## src/hdl/hktt_ram.sv

```systemverilog
module hktt_ram #(
   parameter  int WIDTH = 8,
   parameter  int DEPTH = 16,
   localparam int AW    = (DEPTH > 1) ? $clog2(DEPTH) : 1
) (
   input  logic             clock,
   input  logic             wr_en,
   input  logic [AW-1:0]    wr_addr,
   input  logic [WIDTH-1:0] wr_data,
   input  logic             rd_en,
   input  logic [AW-1:0]    rd_addr,
   output logic [WIDTH-1:0] rd_data
);

   logic [WIDTH-1:0] mem [DEPTH];
   logic [WIDTH-1:0] rd_data_ff;

   always_ff @(posedge clock) begin
      if (wr_en) begin
         mem[wr_addr] <= wr_data;
      end
      // hold the last read word while no read is issued
      if (rd_en) begin
         rd_data_ff <= mem[rd_addr];
      end
   end

   assign rd_data = rd_data_ff;

endmodule

```

## config.mk

```make
export PLATFORM = sky130hd
export DESIGN_NAME = hktt_ram
export DESIGN_NICKNAME = d
export VERILOG_FILES = /design/src/hdl/hktt_ram.sv
export SDC_FILE = /design/constraint.sdc
export NUM_CORES = 1
export LEC_CHECK = 0
export ABC_AREA = 1
export BUFFER_PORTS_ARGS = -buffer_cell sky130_fd_sc_hd__buf_2
export CAP_MARGIN = 0
export CORE_MARGIN = 1.5
export CORE_UTILIZATION = 35
export CTS_CLUSTER_SIZE = 14
export DETAILED_ROUTE_END_ITERATION = 8
export REMOVE_ABC_BUFFERS = 1
export SYNTH_ARGS = -nofsm -noshare
export SYNTH_HDL_FRONTEND = slang
export SYNTH_SLANG_ARGS = --single-unit
```

## constraint.sdc

```tcl
create_clock -name clock -period 1.6 [get_ports clock]
set_clock_uncertainty 0.15 [all_clocks]
set_input_delay 0.08 -clock clock [delete_from_list [all_inputs] [get_ports clock]]
set_output_delay 0.08 -clock clock [all_outputs]
set_load 0.02 [all_outputs]
```

==> qor.csv, run 1 <==
metric;value;unit
Die Footprint;17500;sq um
post-route ant nets;0;
Yosys top cell by area;edfxtp_1;
HPWL after DPL;7.95;mm
synth-to-layout area growth;19.9;%
TNS Setup;0;ps
drt drc;0;
part of the power in registers;0.465;
met3 usage;0.0381;
Cell Area, Synth;5850;sq um
count leader, synth;nand2_1;
pwr/cell area;1240;nW/um^2
Final Hold Vio Count;0;
Synth Area in Simple Gates;0.208;
critical path class;reg2reg;
Clk Latency, worst-skew pair;420;ps
starting density of the core;0.355;
Post-synth top flop;edfxtp_1;
fin nets;624;
grt met1 use;0.205;
Worst Reg-to-Reg Cells;6;
final slew viol count;0;
top cells by area, synth;edfxtp_1, nand2_1, nand3_1;
Synthesis Warnings;0;
wire per inst;15.2;microns
register bit total from synthesis;136;
largest net degree at the start of global routing;42;
RSZ-0062 raised after global routing;false;
Final min period;1310;ps
fmax;761;MHz
worst reg2reg path endpoint;rd_data[6];
xor/xnor share of the synthesized area;0;
Crit path arrival time;1330;ps
Leak;3.01;nW
crit start category;flip-flop;
combinational share of power;0.058;
Least-Margin Pin Slew;640;ps
Period Utilization, post-route;0.821;
largest family of logic cells by synthesized area;simple AND/OR/NAND/NOR gates;
initial antenna violation count;0;
Initial DRC Count;396;
met2 Usage GRT;0.246;
post-synth top area share;0.698;
vias post-DR;3793;
Most Used Layer, Global Route;met2;
post-CTS setup repair buffer count;0;
Post-Syn Instances;551;
Die Y;132;microns
worst IR drop on VDD;0.864;mV
Via density;4.53;
adder-cell area share of the yosys netlist;0;
Slew Limit Headroom;0.573;
Overflow after GRT;0;
post-synthesis async set-or-reset flop share;0;
FF-to-FF Start;mem[13][6];
clock sinks;136;
H-tree depth;4;
sw power;1.77;mW
CTS tree;built;
First-pass DRT Iterations;5;
type of the worst min-delay path;in2reg;
vias in the first global route;3697;
Top Ports;27;
mux share of post-synthesis cell area;0;
Synth top cells by count;nand2_1, edfxtp_1, inv_1;
Worst Hold Depth;3;
P_int;6.91;mW
Clock Power Share;0.477;
Compound-Gate Fraction of Synth Area;0;
CTS Buf Count;17;
IO buf count;26;
CTS Buffer Depth;2;
worst reg-to-reg setup slack;290;ps
GRT Total Usage;0.157;
status;finished, final reports clean;
DIE WIDTH;132;microns
crit end category;flip-flop;
# Max-Cap Violations;0;
syn_area_per_cell;10.6;sq um
share of cells above drive strength 1;0.129;
core footprint;16500;sq um
Req. time, crit path;1620;ps
Final Setup Violations;0;
Rows;47;
clk slew on worst S/H paths;60;ps
min-delay src;rd_addr[3];
first-pass GRT wire length;20.2;mm
fin area;7010;sq um
Crit Path Max Fanout;1;
worst hold path endpoint;rd_data[4];
Synth cell types;11;
number of synthesized flops with an enable pin;136;
Post-Route WL;12.7;mm
RD Place Congestion;0.765;
post-synthesis sequential area ratio;0.698;
Antenna diodes;0;
Placed Area;6290;sq um
clock root buffer master;clkbuf_16;
switching share of power;0.204;
repair_timing:
action                                  4_1_cts  5_1_grt
hold buffers                                  9        0
resized for setup                             0        0
endpoints found under the hold margin       136        0
endpoints found under the setup margin        0        0
power by group through the flow:
stage                     clock [mW]  combinational (mW)  sequential (mW)
after global placement             0               0.491             4.11
after CTS                       4.22               0.513             4.04
after detailed placement           0               0.493             4.11
after floorplan                    0               0.215             4.13
final                           4.14               0.507             4.04
after global routing            4.36               0.568             4.04
per-layer routing:
layer	wire length, microns	share of wire
met4	196	0.015
met2	6080	0.48
met5	0	0
met3	608	0.048
met1	5860	0.46
state kept, by name, summed over array words and instances, names as in the netlist:
name	flops
mem	128
rd_data	8
per-stage QoR:
step / std cells / worst slack [ps] / util / power [mW] / hold WS [ps]
2_1_floorplan: 527 / 249 / - / 4.34 / 28.9
3_3_place_gp: 797 / 54.0 / 0.382 / 4.60 / 324
3_5_place_dp: 797 / 61.7 / 0.382 / 4.61 / 327
4_1_cts: 838 / 284 / 0.426 / 8.77 / 5.26
5_1_grt: 838 / 184 / 0.426 / 8.97 / 22.3
6_report: 838 / 286 / 0.426 / 8.69 / 25.4
layout by cell type, fill, tap and decap left out:
cell type,netlist,final
clkbuf_16,0,17
nand3b_1,2,2
inv_2,2,2
nor2_1,17,17
buf_4,4,22
clkinv_2,0,3
edfxtp_1,136,136
inv_6,0,1
clkinv_1,0,4
nand3_1,97,97
dlygate4sd3_1,0,9
nand2_1,173,173
buf_2,13,26
clkinv_4,0,2
bufinv_16,0,5
buf_12,0,2
inv_1,100,100
area by class of cell:
cell class | count | area [sq um]
fill | 1573 | 9450
sequential | 136 | 4080
inverter | 102 | 383
timing repair buffer | 59 | 425
clock inverter | 15 | 206
multi-input combinational | 289 | 1210
clock buffer | 17 | 425
tap | 220 | 275
worst max-delay path, cell delays in order, from the launching register on:
cell	delay, ps
edfxtp_1	360
inv_1	60
nand2_1	40
nand3_1	90
nand3_1	140
nand3_1	160
nand2_1	60
worst max-delay path by stage:
| stage | startpoint | end |
|---|---|---|
| floorplan | rd_addr[0] | rd_data[2] |
| global placement | rd_addr[0] | rd_data[4] |
| detailed placement | rd_addr[0] | rd_data[4] |
| CTS | mem[13][6] | rd_data[6] |
| global route | mem[13][6] | rd_data[6] |
| finish | mem[13][6] | rd_data[6] |
logic make-up after synthesis:
| logic type | Yosys count |
|---|---|
| and+or+nand+nor | 289 |
| buffers and inverters | 126 |
| DFF | 136 |
No activity file was read; power rests on OpenSTA's default activity.
==> run 2, diff against run 1 <==
==> constraint.sdc (replaced) <==
create_clock -name clock -period 1.14 [get_ports clock]
set_clock_uncertainty 0.15 [all_clocks]
set_input_delay 0.057 -clock clock [delete_from_list [all_inputs] [get_ports clock]]
set_output_delay 0.057 -clock clock [all_outputs]
set_load 0.02 [all_outputs]
==> qor.csv, run 2 (same netlist as run 1, synthesis figures left out) <==
metric;value;unit;change
Final min period;1220;ps;
CTS Buf Count;17;;unchanged
Crit path arrival time;1010;ps;was 1330 ps
First-pass DRT Iterations;4;;was 5
Rows;47;;unchanged
Final Non-Filler Cells;848;;was 838
Period Utilization, post-route;1.07;;
Req. time, crit path;930;ps;was 1620 ps
Worst Reg-to-Reg Cells;6;;unchanged
Die Y;132;microns;unchanged
RSZ-0062 raised after global routing;true;;was false
post-CTS setup repair buffer count;0;;unchanged
initial antenna violation count;0;;unchanged
worst reg-to-reg setup slack;-70;ps;was 290 ps
max FFs per register;128;;unchanged
worst reg2reg path endpoint;rd_data[2];;was rd_data[6]
Critical Path Slowest Stage Cell;edfxtp_1;;unchanged
drt drc;0;;unchanged
slack of the critical path;-81.8;ps;was 286 ps
min-delay src;rd_addr[2];;was rd_addr[3]
TNS Setup;-663;ps;was 0 ps
CP peak stage delay;440;ps;was 360 ps
commonest non-fill, non-tap cells in the layout;nand2_1, edfxtp_1, inv_1;;unchanged
fin nets;634;;was 624
vias in the first global route;3790;;was 3697
HPWL after DPL;8.23;mm;was 7.95 mm
final slew viol count;0;;unchanged
type of the worst min-delay path;in2reg;;unchanged
pwr/cell area;1540;nW/um^2;was 1240 nW/um^2
Leak;3.10;nW;was 3.01 nW
Via density;4.54;;was 4.53
register area;4080;sq um;unchanged
synth-to-layout area growth;23.8;%;was 19.9%
Antenna diodes;0;;unchanged
FF-to-FF Start;mem[13][2];;was mem[13][6]
DIE WIDTH;132;microns;unchanged
Clk Latency, worst-skew pair;420;ps;about the same
vias post-DR;3849;;was 3793
RD Place Congestion;0.820;;was 0.765
filler cell count;1561;;was 1573
placed instance count;804;;was 797
# Max-Cap Violations;0;;unchanged
Crit Path Max Fanout;1;;unchanged
Multi-input gate area;1410;sq um;was 1210 sq um
clock root buffer master;clkbuf_16;;unchanged
H-tree depth;4;;unchanged
GRT Total Usage;0.162;;was 0.157
Largest Register;mem;;unchanged
largest net degree at the start of global routing;33;;was 42
Die Footprint;17500;sq um;unchanged
clk slew on worst S/H paths;50;ps;was 60 ps
Slew Limit Headroom;0.734;;was 0.573
CTS tree;built;;unchanged
first-pass GRT wire length;20.8;mm;was 20.2 mm
WP buf/inv;1;;unchanged
most common cell after layout, fill and taps aside;nand2_1;;unchanged
share of cells above drive strength 1;0.199;;was 0.129
CTS Buffer Depth;2;;unchanged
Top Ports;27;;unchanged
Final Hold Vio Count;0;;unchanged
post-route ant nets;0;;unchanged
Initial DRC Count;313;;was 396
clock sinks;136;;unchanged
core footprint;16500;sq um;unchanged
starting density of the core;0.355;;unchanged
Worst Hold Depth;5;;was 3
crit start category;flip-flop;;unchanged
CP Cell Sequence;buf_6;;was inv_1, nand2_1, nand3_1, nand3_1, nand3_1, nand2_1
IO buf count;26;;unchanged
fmax;818;MHz;
failing checks;setup timing;;
status;complete, but fails checks;;was finished, final reports clean
worst hold path endpoint;rd_data[5];;was rd_data[4]
Post-Route WL;13.4;mm;was 12.7 mm
Overflow after GRT;0;;unchanged
worst IR drop on VDD;1.17;mV;was 0.864 mV
wire per inst;15.8;microns;was 15.2 microns
crit end category;output pin;;was flip-flop
Top Family by Delay on Critical Path;flip-flops;;was simple AND/OR/NAND/NOR gates
critical path class;reg2out;;was reg2reg
Least-Margin Pin Slew;398;ps;was 640 ps
Final Setup Violations;15;;was 0
## run 2: changes by cell type in the layout (fill, tap and decap cells not counted), sizes merged
cell         delta
dlygate4sd3     +3
clkbuf          +2
buf             +7
clkinv          +2
clkinvlp        +2
inv             -1
bufinv          -5
## run 2: worst max path at each step
stage                     from    endpoint  slack, ps  cells after the start
floorplan           rd_addr[0]  rd_data[2]       -190                      6
global placement    rd_addr[0]  rd_data[4]       -310                      8
detailed placement  rd_addr[0]  rd_data[4]       -320                      8
CTS                 rd_data[0]  rd_data[0]       -100                      1
global route         mem[0][4]  rd_data[4]       -140                      6
finish              rd_data[3]  rd_data[3]        -80                      1
## run 2: final cells by class
cell class,instances,share of cell area
Timing Repair Buffer,69,0.0814
Clock inverter,13,0.00882
Sequential cell,136,0.564
Clock buffer,19,0.0598
Multi-Input combinational cell,289,0.195
Tap cell,220,0.0380
Inverter,102,0.0529
## run 2: repair_timing
item	4_1_cts	5_1_grt
cloned	0	0
pin swaps	30	30
endpoints found under the hold margin	137	0
setup endpoints to repair	16	16
resized for setup	24	27
hold buffers	12	0
## run 2: metrics by stage
stage               hold WS (ps)  power [mW]  utilization  worst slack, ps  area [sq um]
floorplan                   5.87        6.10            -             -188          5680
global placement             304        6.50        0.388             -306          6390
detailed placement           308        6.51        0.388             -321          6390
CTS                         78.1        11.2        0.432             -103          7120
global route                85.4        11.5        0.440             -142          7240
finish                      78.9        11.1        0.440            -81.8          7240
## run 2: layer usage
layer | wire length, microns | vias up | GRT usage
met4 | 206 | 0 | 0.0629
met3 | 733 | 19 | 0.0450
met2 | 6280 | 98 | 0.247
li1 | - | 1909 | -
met1 | 6190 | 1823 | 0.219
met5 | 0 | - | 0
## run 2: power breakdown
part | leakage, nW | total (mW) | switching (mW) | internal, mW
Clock | 0.243 | 4.62 | 1.92 | 2.70
Combinational | 1.62 | 0.843 | 0.537 | 0.306
Sequential | 1.24 | 5.67 | 0.0356 | 5.64
Total | 3.10 | 11.1 | 2.50 | 8.64
