### src/hdl/hktt_pkg.sv
package hktt_pkg;

   localparam int TABLE_DEPTH = 64;
   localparam int IDX_W       = (TABLE_DEPTH > 1) ? $clog2(TABLE_DEPTH) : 1;
   localparam int PTR_W       = $clog2(TABLE_DEPTH + 1);
   localparam int KEY_W       = 32;
   localparam int SLOT_W      = 7;

   // slot code for "no slot": the depth, masked to the slot width
   localparam logic [SLOT_W-1:0] SLOT_NONE = SLOT_W'(TABLE_DEPTH);

   typedef enum logic [1:0] {
      CMD_PRESS     = 2'd0,
      CMD_RELEASE   = 2'd1,
      CMD_CHECK     = 2'd2,
      CMD_CHECK_REL = 2'd3
   } cmd_type;

   // one table entry as stored in the RAM
   typedef struct packed {
      logic [KEY_W-1:0] code;
      logic [KEY_W-1:0] alt;
      logic [KEY_W-1:0] sym;
   } entry_type;

   localparam int ENTRY_W = $bits(entry_type);

   // verdict of one entry against the current query
   typedef struct packed {
      logic             hit;       // entry stops the search
      logic             ins_free;  // entry can take a new key
      logic [KEY_W-1:0] ins_alt;   // alternate to keep when inserting here
      logic [KEY_W-1:0] last_alt;  // alternate copied out on release
   } match_type;

endpackage

### src/hdl/hktt_match.sv
module hktt_match (
   input  hktt_pkg::cmd_type                cmd,
   input  logic [hktt_pkg::KEY_W-1:0]       key_sym,
   input  logic [hktt_pkg::KEY_W-1:0]       phys_code,
   input  hktt_pkg::entry_type              entry,
   output hktt_pkg::match_type              result
);

   import hktt_pkg::*;

   logic sym_zero;
   logic code_zero;
   logic rule_free;
   logic rule_sym;
   logic rule_upd;
   logic rule_code;

   assign sym_zero  = (key_sym == '0);
   assign code_zero = (phys_code == '0);

   // rules in priority order: free slot, symbol, code with update, code only
   assign rule_free = sym_zero && code_zero && (entry.sym == '0);
   assign rule_sym  = !sym_zero && ((entry.sym == key_sym) || (entry.alt == key_sym));
   assign rule_upd  = (cmd == CMD_RELEASE) && (entry.code == phys_code);
   assign rule_code = sym_zero && !code_zero && (entry.code == phys_code);

   always_comb begin
      result.hit      = rule_free || rule_sym || rule_upd || rule_code;
      // a slot can take a new key when its symbol or its code is zero
      result.ins_free = (entry.sym == '0) || (entry.code == '0);
      result.ins_alt  = (entry.sym == '0) ? entry.alt : '0;
      // an update match overwrites the alternate with the query symbol
      result.last_alt = (rule_free || rule_sym) ? entry.alt : key_sym;
   end

endmodule
### config.mk
export PLATFORM = sky130hd
export DESIGN_NAME = hktt_match
export DESIGN_NICKNAME = d
export VERILOG_FILES = /design/src/hdl/hktt_pkg.sv /design/src/hdl/hktt_match.sv
export SDC_FILE = /design/constraint.sdc
export NUM_CORES = 1
export LEC_CHECK = 0
export BUFFER_PORTS_ARGS = -buffer_cell sky130_fd_sc_hd__buf_4
export CORE_AREA = 2 2 87 89
export DETAILED_ROUTE_END_ITERATION = 16
export DIE_AREA = 0 0 89 91
export GPL_TIMING_DRIVEN = 0
export PLACE_DENSITY = 0.69
export SLEW_MARGIN = 20
export SYNTH_ARGS = -nofsm -noshare
export SYNTH_HDL_FRONTEND = slang
export SYNTH_SLANG_ARGS = --single-unit
export TNS_END_PERCENT = 100
### constraint.sdc
create_clock -name vclk -period 3.2
set_input_delay 0.16 -clock vclk [all_inputs]
set_output_delay 0.16 -clock vclk [all_outputs]
set_load 0.01 [all_outputs]
==> flow_summary.yaml, run 1 <==
place:
  place_inst: 575
  dp_hpwl_um: 9500
  place_congestion: 0.892
  pre_cts_slack_ns: 0.619
  port_buffers: 228
floorplanning:
  core_area_sq_um: 7140
  rows: 31
  die_h_um: 91
  start_util: 0.286
  ioPinCount: 228
  die_x_um: 89
  die_area_sq_um: 8100
synth:
  synth.cell_area_sq_um: 2040
  netlist_instances: 248
  syn_area_per_cell_sq_um: 8.22
  synth_cell_types: 19
  yosysWarnings: 0
  seq_area_frac_synth: 0
  synthesis.nets: 410
setup_path:
  startpoint: "entry[1]"
  cp-start-kind: "input pin"
  crit_path_max_fanout: 10
  end_kind: "output port"
  endpoint: "result[9]"
  crit_type: "in -> out"
  crit_required_ns: 3.04
  arrival_ns: 2.39
drt:
  drt-wirelength-per-cell_um: 18.2
  final_antenna_net_count: 0
  drc: 0
  dr.first_iter.drc_count: 66
  vias: 2878
  first_pass_iters: 4
  viasPerCell: 5.01
  routed_wl_um: 10500
outcome:
  status: "finished, final reports clean"
sta:
  max_freq_mhz: 392
  min_period_ns: 2.55
  slew_headroom: 0.626
  worstMarginPinSlew_ns: 0.556
  setup_tns_ns: 0
  fin_ws_ns: 0.647
  fin_crit_sh: 0.798
  slew_violations: 0
  holdWs_ns: 0.631
  setup_violations: 0
  rsz0062_at_grt: "no"
  finalHoldViolCount: 0
final_layout:
  regArea_sq_um: 0
  final_cells: 575
  drive_above_1_share: 0.559
  area_growth_pct: 90.1
  most-common-layout-cells: "buf_4 (228), xnor2_1 (64), nor4_1 (44), and2_1 (32), xor2_1 (32)"
  seq_cell_count: 0
  n_antenna_cell: 0
  nets: 640
  final_common_cell: "buf_4"
  num-clock-buffers: 0
power_and_ir_drop:
  power.leakage_nw: 1.73
  power_w: 0.000437
  powerDensity_nw_per_um2: 113
  ir_worst_vdd_v: 0.0000557
hold_path:
  hold_path_class: "in -> out"
  min_from: "entry[48]"
clocking:
  cts_hold_buf: 0
  cts_resized: 0
  postCtsSetupRepairBufs: 0
global_routing:
  grt_pass1_vias: 3060
  grt_start_max_net_pins: 11
  grt_antenna_before_repair: 0
  grt_usage: 0.235
  grt-ovfl-total: 0
  grt_first_pass_wirelength_um: 14800
run:
  maxCapViolations: 0
==> worst max-delay path, cell delays in order <==
cell and delay, ns:
buf_4 0.12, nor4_1 0.31, nand4_1 0.23, nor2_1 0.39, nand2_1 0.17, a22oi_4 0.29
buf_6 0.25, mux2_4 0.32, buf_4 0.14
==> metrics by stage <==
stage,util,area (sq um)
5_1_grt,0.543,3870
4_1_cts,0.543,3870
3_5_place_dp,0.543,3870
3_3_place_gp,0.543,3870
2_1_floorplan,-,2040
6_report,0.543,3870
==> layout make-up <==
| cell class | count | area (sq um) |
|---|---|---|
| Buffer | 6 | 45.0 |
| Tap cell | 99 | 124 |
| Multi-Input combinational cell | 241 | 1990 |
| Inverter | 1 | 3.75 |
| Fill cell | 735 | 3260 |
| Timing Repair Buffer | 228 | 1710 |
==> layer usage <==
metal / track usage / wire, um / up-vias
li1: - / - / 1383
met1: 0.229 / 3470 / 1319
met2: 0.489 / 5830 / 158
met3: 0.0336 / 895 / 18
met4: 0.0597 / 295 / 0
met5: 0 / 0 / -
==> cells in the mapped netlist <==
cell       n  area (sq um)
nor4_1    44           275
o22ai_1    1          6.26
nor2_1     2          7.51
xnor2_1   64           561
nor3_1     1          5.00
xor2_1    32           280
inv_1      1          3.75
clkbuf_1   3          11.3
or2_2      1          6.26
nand4_1   26           163
o32a_1     1          10.0
mux2_2    12           135
nor2_2     1          6.26
a22oi_4    1          21.3
a21oi_1    1          5.00
and2_1    32           200
nand2_1    2          7.51
mux2_4    20           300
buf_6      3          33.8
==> power by group <==
part	switching, W	leakage [nW]	internal, W	total [W]
combinational	0.000182	1.73	0.000255	0.000437
sequential	0	0	0	0
clock	0	0	0	0
==> cells by family (layout without fill, tap and decap cells) <==
| group | count (synthesis) | in the layout | share of synthesized area |
|---|---|---|---|
| simple gates | 109 | 109 | 0.329 |
| xor+xnor | 96 | 96 | 0.413 |
| mux | 32 | 32 | 0.214 |
| buf+inv | 7 | 235 | 0.0239 |
| compound gates | 4 | 4 | 0.0209 |
==> how the worst min path moves through the flow <==
stage | end | cells after the start
after CTS | result[48] | 3
final | result[48] | 3
after global routing | result[45] | 3
after global placement | result[40] | 3
after floorplan | result[0] | 1
after detailed placement | result[48] | 3
No activity file was read; power rests on OpenSTA's default activity.
==> run 2, diff against run 1 <==
--- a/config.mk
+++ b/config.mk
@@ -6,9 +6,9 @@
 export NUM_CORES = 1
 export LEC_CHECK = 0
 export BUFFER_PORTS_ARGS = -buffer_cell sky130_fd_sc_hd__buf_4
-export CORE_AREA = 2 2 87 89
+export CORE_AREA = 2 2 89 91
 export DETAILED_ROUTE_END_ITERATION = 16
-export DIE_AREA = 0 0 89 91
+export DIE_AREA = 0 0 91 93
 export GPL_TIMING_DRIVEN = 0
 export PLACE_DENSITY = 0.69
 export SLEW_MARGIN = 20
==> constraint.sdc (replaced) <==
create_clock -name vclk -period 2.19
set_input_delay 0.1095 -clock vclk [all_inputs]
set_output_delay 0.1095 -clock vclk [all_outputs]
set_load 0.01 [all_outputs]
==> run 2 against run 1 <==
  * Die area rose by 4.5%
  * Sequential cell count did not move
  * Power rose by 62%
  * Final area rose by 13%
  * Clock-buffer cell count did not move
  * Utilization rose by 3.9 points
  * Critical path type unchanged
  * Largest cell class unchanged
  * Highest routed layer unchanged
==> flow_summary.yaml, run 2 (synthesis gave the netlist of run 1 again) <==
outcome:
  status: "finished, final reports clean"
drt:
  drc: 0
  dr_wl_met3_um: 947
  wl_met2_um: 6150
  dr.first_iter.drc_count: 66
  drt-wirelength-per-cell_um: 19.2
  met1Wirelength_um: 3810
  viasPerCell: 5.01
  highest_layer: "met4"
  vias: 2958
  final_antenna_net_count: 0
  first_pass_iters: 4
  routed_wl_um: 11400
final_layout:
  drive_above_1_share: 0.621
  fillers: 682
  fin_area_sq_um: 4380
  area_growth_pct: 115
  num-clock-buffers: 0
  most-common-layout-cells: "buf_4 (218), xnor2_1 (52), nor4_1 (33), and2_1 (32), xor2_1 (32)"
  final_common_cell: "buf_4"
  regArea_sq_um: 0
  final_cells: 590
  seq_cell_count: 0
  multi_input_area_sq_um: 2240
  n_antenna_cell: 0
  nets: 652
floorplanning:
  die_area_sq_um: 8460
  die_x_um: 91
  start_util: 0.271
  die_h_um: 93
  core_area_sq_um: 7530
  ioPinCount: 228
  rows: 32
place:
  pre_cts_slack_ns: -0.339
  dp_hpwl_um: 9740
  place_inst: 578
  place_congestion: 0.866
  port_buffers: 228
  dpl_cell_area_sq_um: 3880
power_and_ir_drop:
  power_w: 0.000709
  powerDensity_nw_per_um2: 162
  ir_worst_vdd_v: 0.0000845
  cell_internal_pwr_w: 0.000411
  p_sw_frac: 0.420
  p_comb_frac: 1.000
  clkPwrFrac: 0
  power.leakage_nw: 1.96
  p_seq_frac: 0
  p_sw_w: 0.000298
setup_path:
  crit_path_max_fanout: 7
  worstPathCellList: "buf_4 > xnor2_2 > nand4_1 > nor4_2 > nand2_1 > a22oi_4 > buf_12 > clkbuf_16 > mux2_4 > buf_4"
  startpoint: "key_sym[16]"
  end_kind: "output port"
  crit_required_ns: 2.08
  crit_path_max_incr_delay_ns: 0.30
  crit_path_frequent_cell: "buf_4"
  arrival_ns: 2.05
  endpoint: "result[22]"
  cp_slowest_cell: "nor4_2"
  crit_type: "in -> out"
  cp-start-kind: "input pin"
global_routing:
  grt_antenna_before_repair: 0
  grt_usage: 0.238
  grt_start_max_net_pins: 11
  grt-ovfl-total: 0
  grt_first_pass_wirelength_um: 15900
  grt_pass1_vias: 3023
sta:
  slew_headroom: 0.618
  fin_ws_ns: 0.0291
  max_freq_mhz: 463
  finalHoldViolCount: 0
  setup_violations: 0
  fin_crit_sh: 0.987
  min_period_ns: 2.16
  slew_violations: 0
  worstMarginPinSlew_ns: 0.572
run:
  maxCapViolations: 0
hold_path:
  hold_path_class: "in -> out"
  min_from: "entry[39]"
clocking:
  cts_hold_buf: 0
## run 2: cell type report
type | count | share of cell area
buffer | 6 | 0.0152
inverter | 1 | 0.000858
multi-input combinational | 241 | 0.512
tap | 102 | 0.0292
timing repair buffer | 240 | 0.443
## run 2: timing repair
action	4_1_cts	5_1_grt
cloned	0	3
setup endpoints to repair	33	32
setup buffers	7	2
resized for setup	11	53
pin swaps	8	15
## run 2: routing by layer
layer,vias to the layer above,track usage
met3,26,0.0500
li1,1406,-
met2,175,0.483
met1,1351,0.240
met5,-,0
met4,0,0.0758
## run 2: per-stage QoR
step	hold WS [ns]	util	setup TNS [ns]
final	0.532	0.581	0
after global routing	0.539	0.581	-1.81
after CTS	0.532	0.530	-0.00555
after detailed placement	0.531	0.515	-9.86
after global placement	0.531	0.515	-8.82
after floorplan	0.354	-	0
## run 2: worst min path at each step
stage	end	cells past startpoint
2_1_floorplan	result[0]	1
3_3_place_gp	result[39]	3
3_5_place_dp	result[60]	3
4_1_cts	result[51]	3
5_1_grt	result[46]	3
6_report	result[39]	3
## run 2: worst max-delay path, delay by kind of cell
family / cells / cell delay [ns]
and+or+nand+nor: 3 / 0.58
buffers and inverters: 4 / 0.61
AOI/OAI and AO/OA: 1 / 0.23
xor gates and xnor gates: 1 / 0.22
muxes: 1 / 0.29
## run 2: power groups by stage
| stage | logic (W) | clock network [W] | registers (W) |
|---|---|---|---|
| after global placement | 0.000640 | 0 | 0 |
| final | 0.000709 | 0 | 0 |
| after global routing | 0.000749 | 0 | 0 |
| after detailed placement | 0.000643 | 0 | 0 |
| after floorplan | 0.000223 | 0 | 0 |
| after CTS | 0.000654 | 0 | 0 |
==> run 3, diff against run 2 <==
==> constraint.sdc (replaced) <==
create_clock -name vclk -period 2.19
set_input_delay 0.1095 -clock vclk [all_inputs]
set_output_delay 0.1095 -clock vclk [all_outputs]
set_load 0.05 [all_outputs]
==> run 3 against run 2 <==
  * The flow now finishes with violations (negative setup slack)
  * Routed wire length is 4.1% higher
  * Worst hold slack better by 0.055 ns
  * Sequential cell count stayed put
  * Setup slack worse by 0.055 ns
  * Final cell count is 0.17% higher
  * Via count is 1.3% higher
  * Critical path type unchanged
==> flow_summary.yaml, run 3 (synthesis gave the netlist of run 1 again) <==
floorplanning:
  start_util: 0.271
  die_h_um: 93
  ioPinCount: 228
  core_area_sq_um: 7530
  die_x_um: 91
  rows: 32
  die_area_sq_um: 8460
outcome:
  violations: "negative setup slack"
  status: "finished with violations"
sta:
  finalHoldViolCount: 0
  min_period_ns: 2.22
  fin_crit_sh: 1.01
  setup_violations: 21
  rsz0062_at_grt: "yes"
  max_freq_mhz: 451
  worstMarginPinSlew_ns: 0.543
  holdWs_ns: 0.587
  fin_ws_ns: -0.0257
  slew_violations: 0
  slew_headroom: 0.635
  setup_tns_ns: -0.223
setup_path:
  crit_cells: 10
  crit_path_max_fanout: 6
  crit_type: "in -> out"
  cp_slowest_cell: "nor4_2"
  crit_required_ns: 2.08
  cp-start-kind: "input pin"
  worstPathCellList: "buf_6 > xnor2_2 > nand4_1 > nor4_2 > nand2_1 > a22oi_4 > buf_12 > clkbuf_16 > mux2_4 > buf_8"
  arrival_ns: 2.11
  cp_top_family: "simple AND/OR/NAND/NOR gates"
  end_kind: "output port"
  crit_path_max_incr_delay_ns: 0.34
  startpoint: "entry[46]"
  path_buf_inv: 4
drt:
  dr.first_iter.drc_count: 117
  vias: 2996
  drt-wirelength-per-cell_um: 20.0
  viasPerCell: 5.07
  drc: 0
  final_antenna_net_count: 0
  first_pass_iters: 4
  routed_wl_um: 11800
final_layout:
  nets: 653
  multi_input_area_sq_um: 2320
  n_antenna_cell: 0
  drive_above_1_share: 0.642
  most-common-layout-cells: "buf_4 (203), xnor2_1 (45), mux2_4 (32), and2_1 (32), xor2_1 (32)"
  area_growth_pct: 124
  num-clock-buffers: 0
  seq_cell_count: 0
  regArea_sq_um: 0
  final_common_cell: "buf_4"
  fillers: 651
  final_cells: 591
  final_util: 0.607
hold_path:
  whs_endpoint: "result[23]"
  hold_path_class: "in -> out"
  min_path_cells: 3
  min_from: "entry[55]"
global_routing:
  grt_start_max_net_pins: 11
  grt_pass1_vias: 3105
  grt_first_pass_wirelength_um: 16500
  grt_usage: 0.249
  grt_antenna_before_repair: 0
  grt-ovfl-total: 0
place:
  dp_hpwl_um: 9740
  port_buffers: 228
  place_inst: 578
  place_congestion: 0.866
power_and_ir_drop:
  ir_worst_vdd_v: 0.0000974
  power.leakage_nw: 2.05
  power_w: 0.000853
  powerDensity_nw_per_um2: 187
run:
  maxCapViolations: 0
==> run 3: cell count changes in the layout (fill, tap and decap cells not counted), moves of 4 or more <==
cell | previous run | this run
buf_4 | 218 | 203
buf_8 | 2 | 15
xnor2_1 | 52 | 45
xnor2_2 | 9 | 15
buf_6 | 17 | 21
==> run 3: worst max path at each step <==
| stage | end | slack (ns) |
|---|---|---|
| 2_1_floorplan | result[19] | 0.38 |
| 3_3_place_gp | result[10] | -0.36 |
| 3_5_place_dp | result[10] | -0.39 |
| 4_1_cts | result[11] | -0.01 |
| 5_1_grt | result[4] | -0.12 |
| 6_report | result[4] | -0.03 |
==> run 3: through the flow <==
stage | instance area, sq um | setup slack (ns)
6_report | 4570 | -0.0257
5_1_grt | 4570 | -0.120
4_1_cts | 4220 | -0.0107
3_5_place_dp | 3880 | -0.386
3_3_place_gp | 3880 | -0.358
2_1_floorplan | 2040 | 0.382
==> run 3: layout make-up <==
type | instances | area share
plain buffers | 6 | 0.0148
repair buffers | 241 | 0.448
well taps | 102 | 0.0280
inverters | 1 | 0.000822
multi-input cells | 241 | 0.509
==> run 3: repair_timing <==
action | CTS | global route
resized for setup | 46 | 64
hold buffers | 0 | 0
gates cloned | 2 | 1
pin swaps | 12 | 20
setup buffers | 8 | 2
setup endpoints to repair | 43 | 34
==> run 3: routing by layer <==
| metal | wire length [um] | track usage | up-vias |
|---|---|---|---|
| met5 | 0 | 0 | - |
| met1 | 3930 | 0.248 | 1380 |
| met3 | 887 | 0.0508 | 30 |
| met2 | 6430 | 0.502 | 177 |
| li1 | - | - | 1409 |
| met4 | 567 | 0.0922 | 0 |
==> run 3: report_power, final <==
part	total [W]	internal (W)	switching, W
clock	0	0	0
sequential	0	0	0
combinational	0.000853	0.000445	0.000408
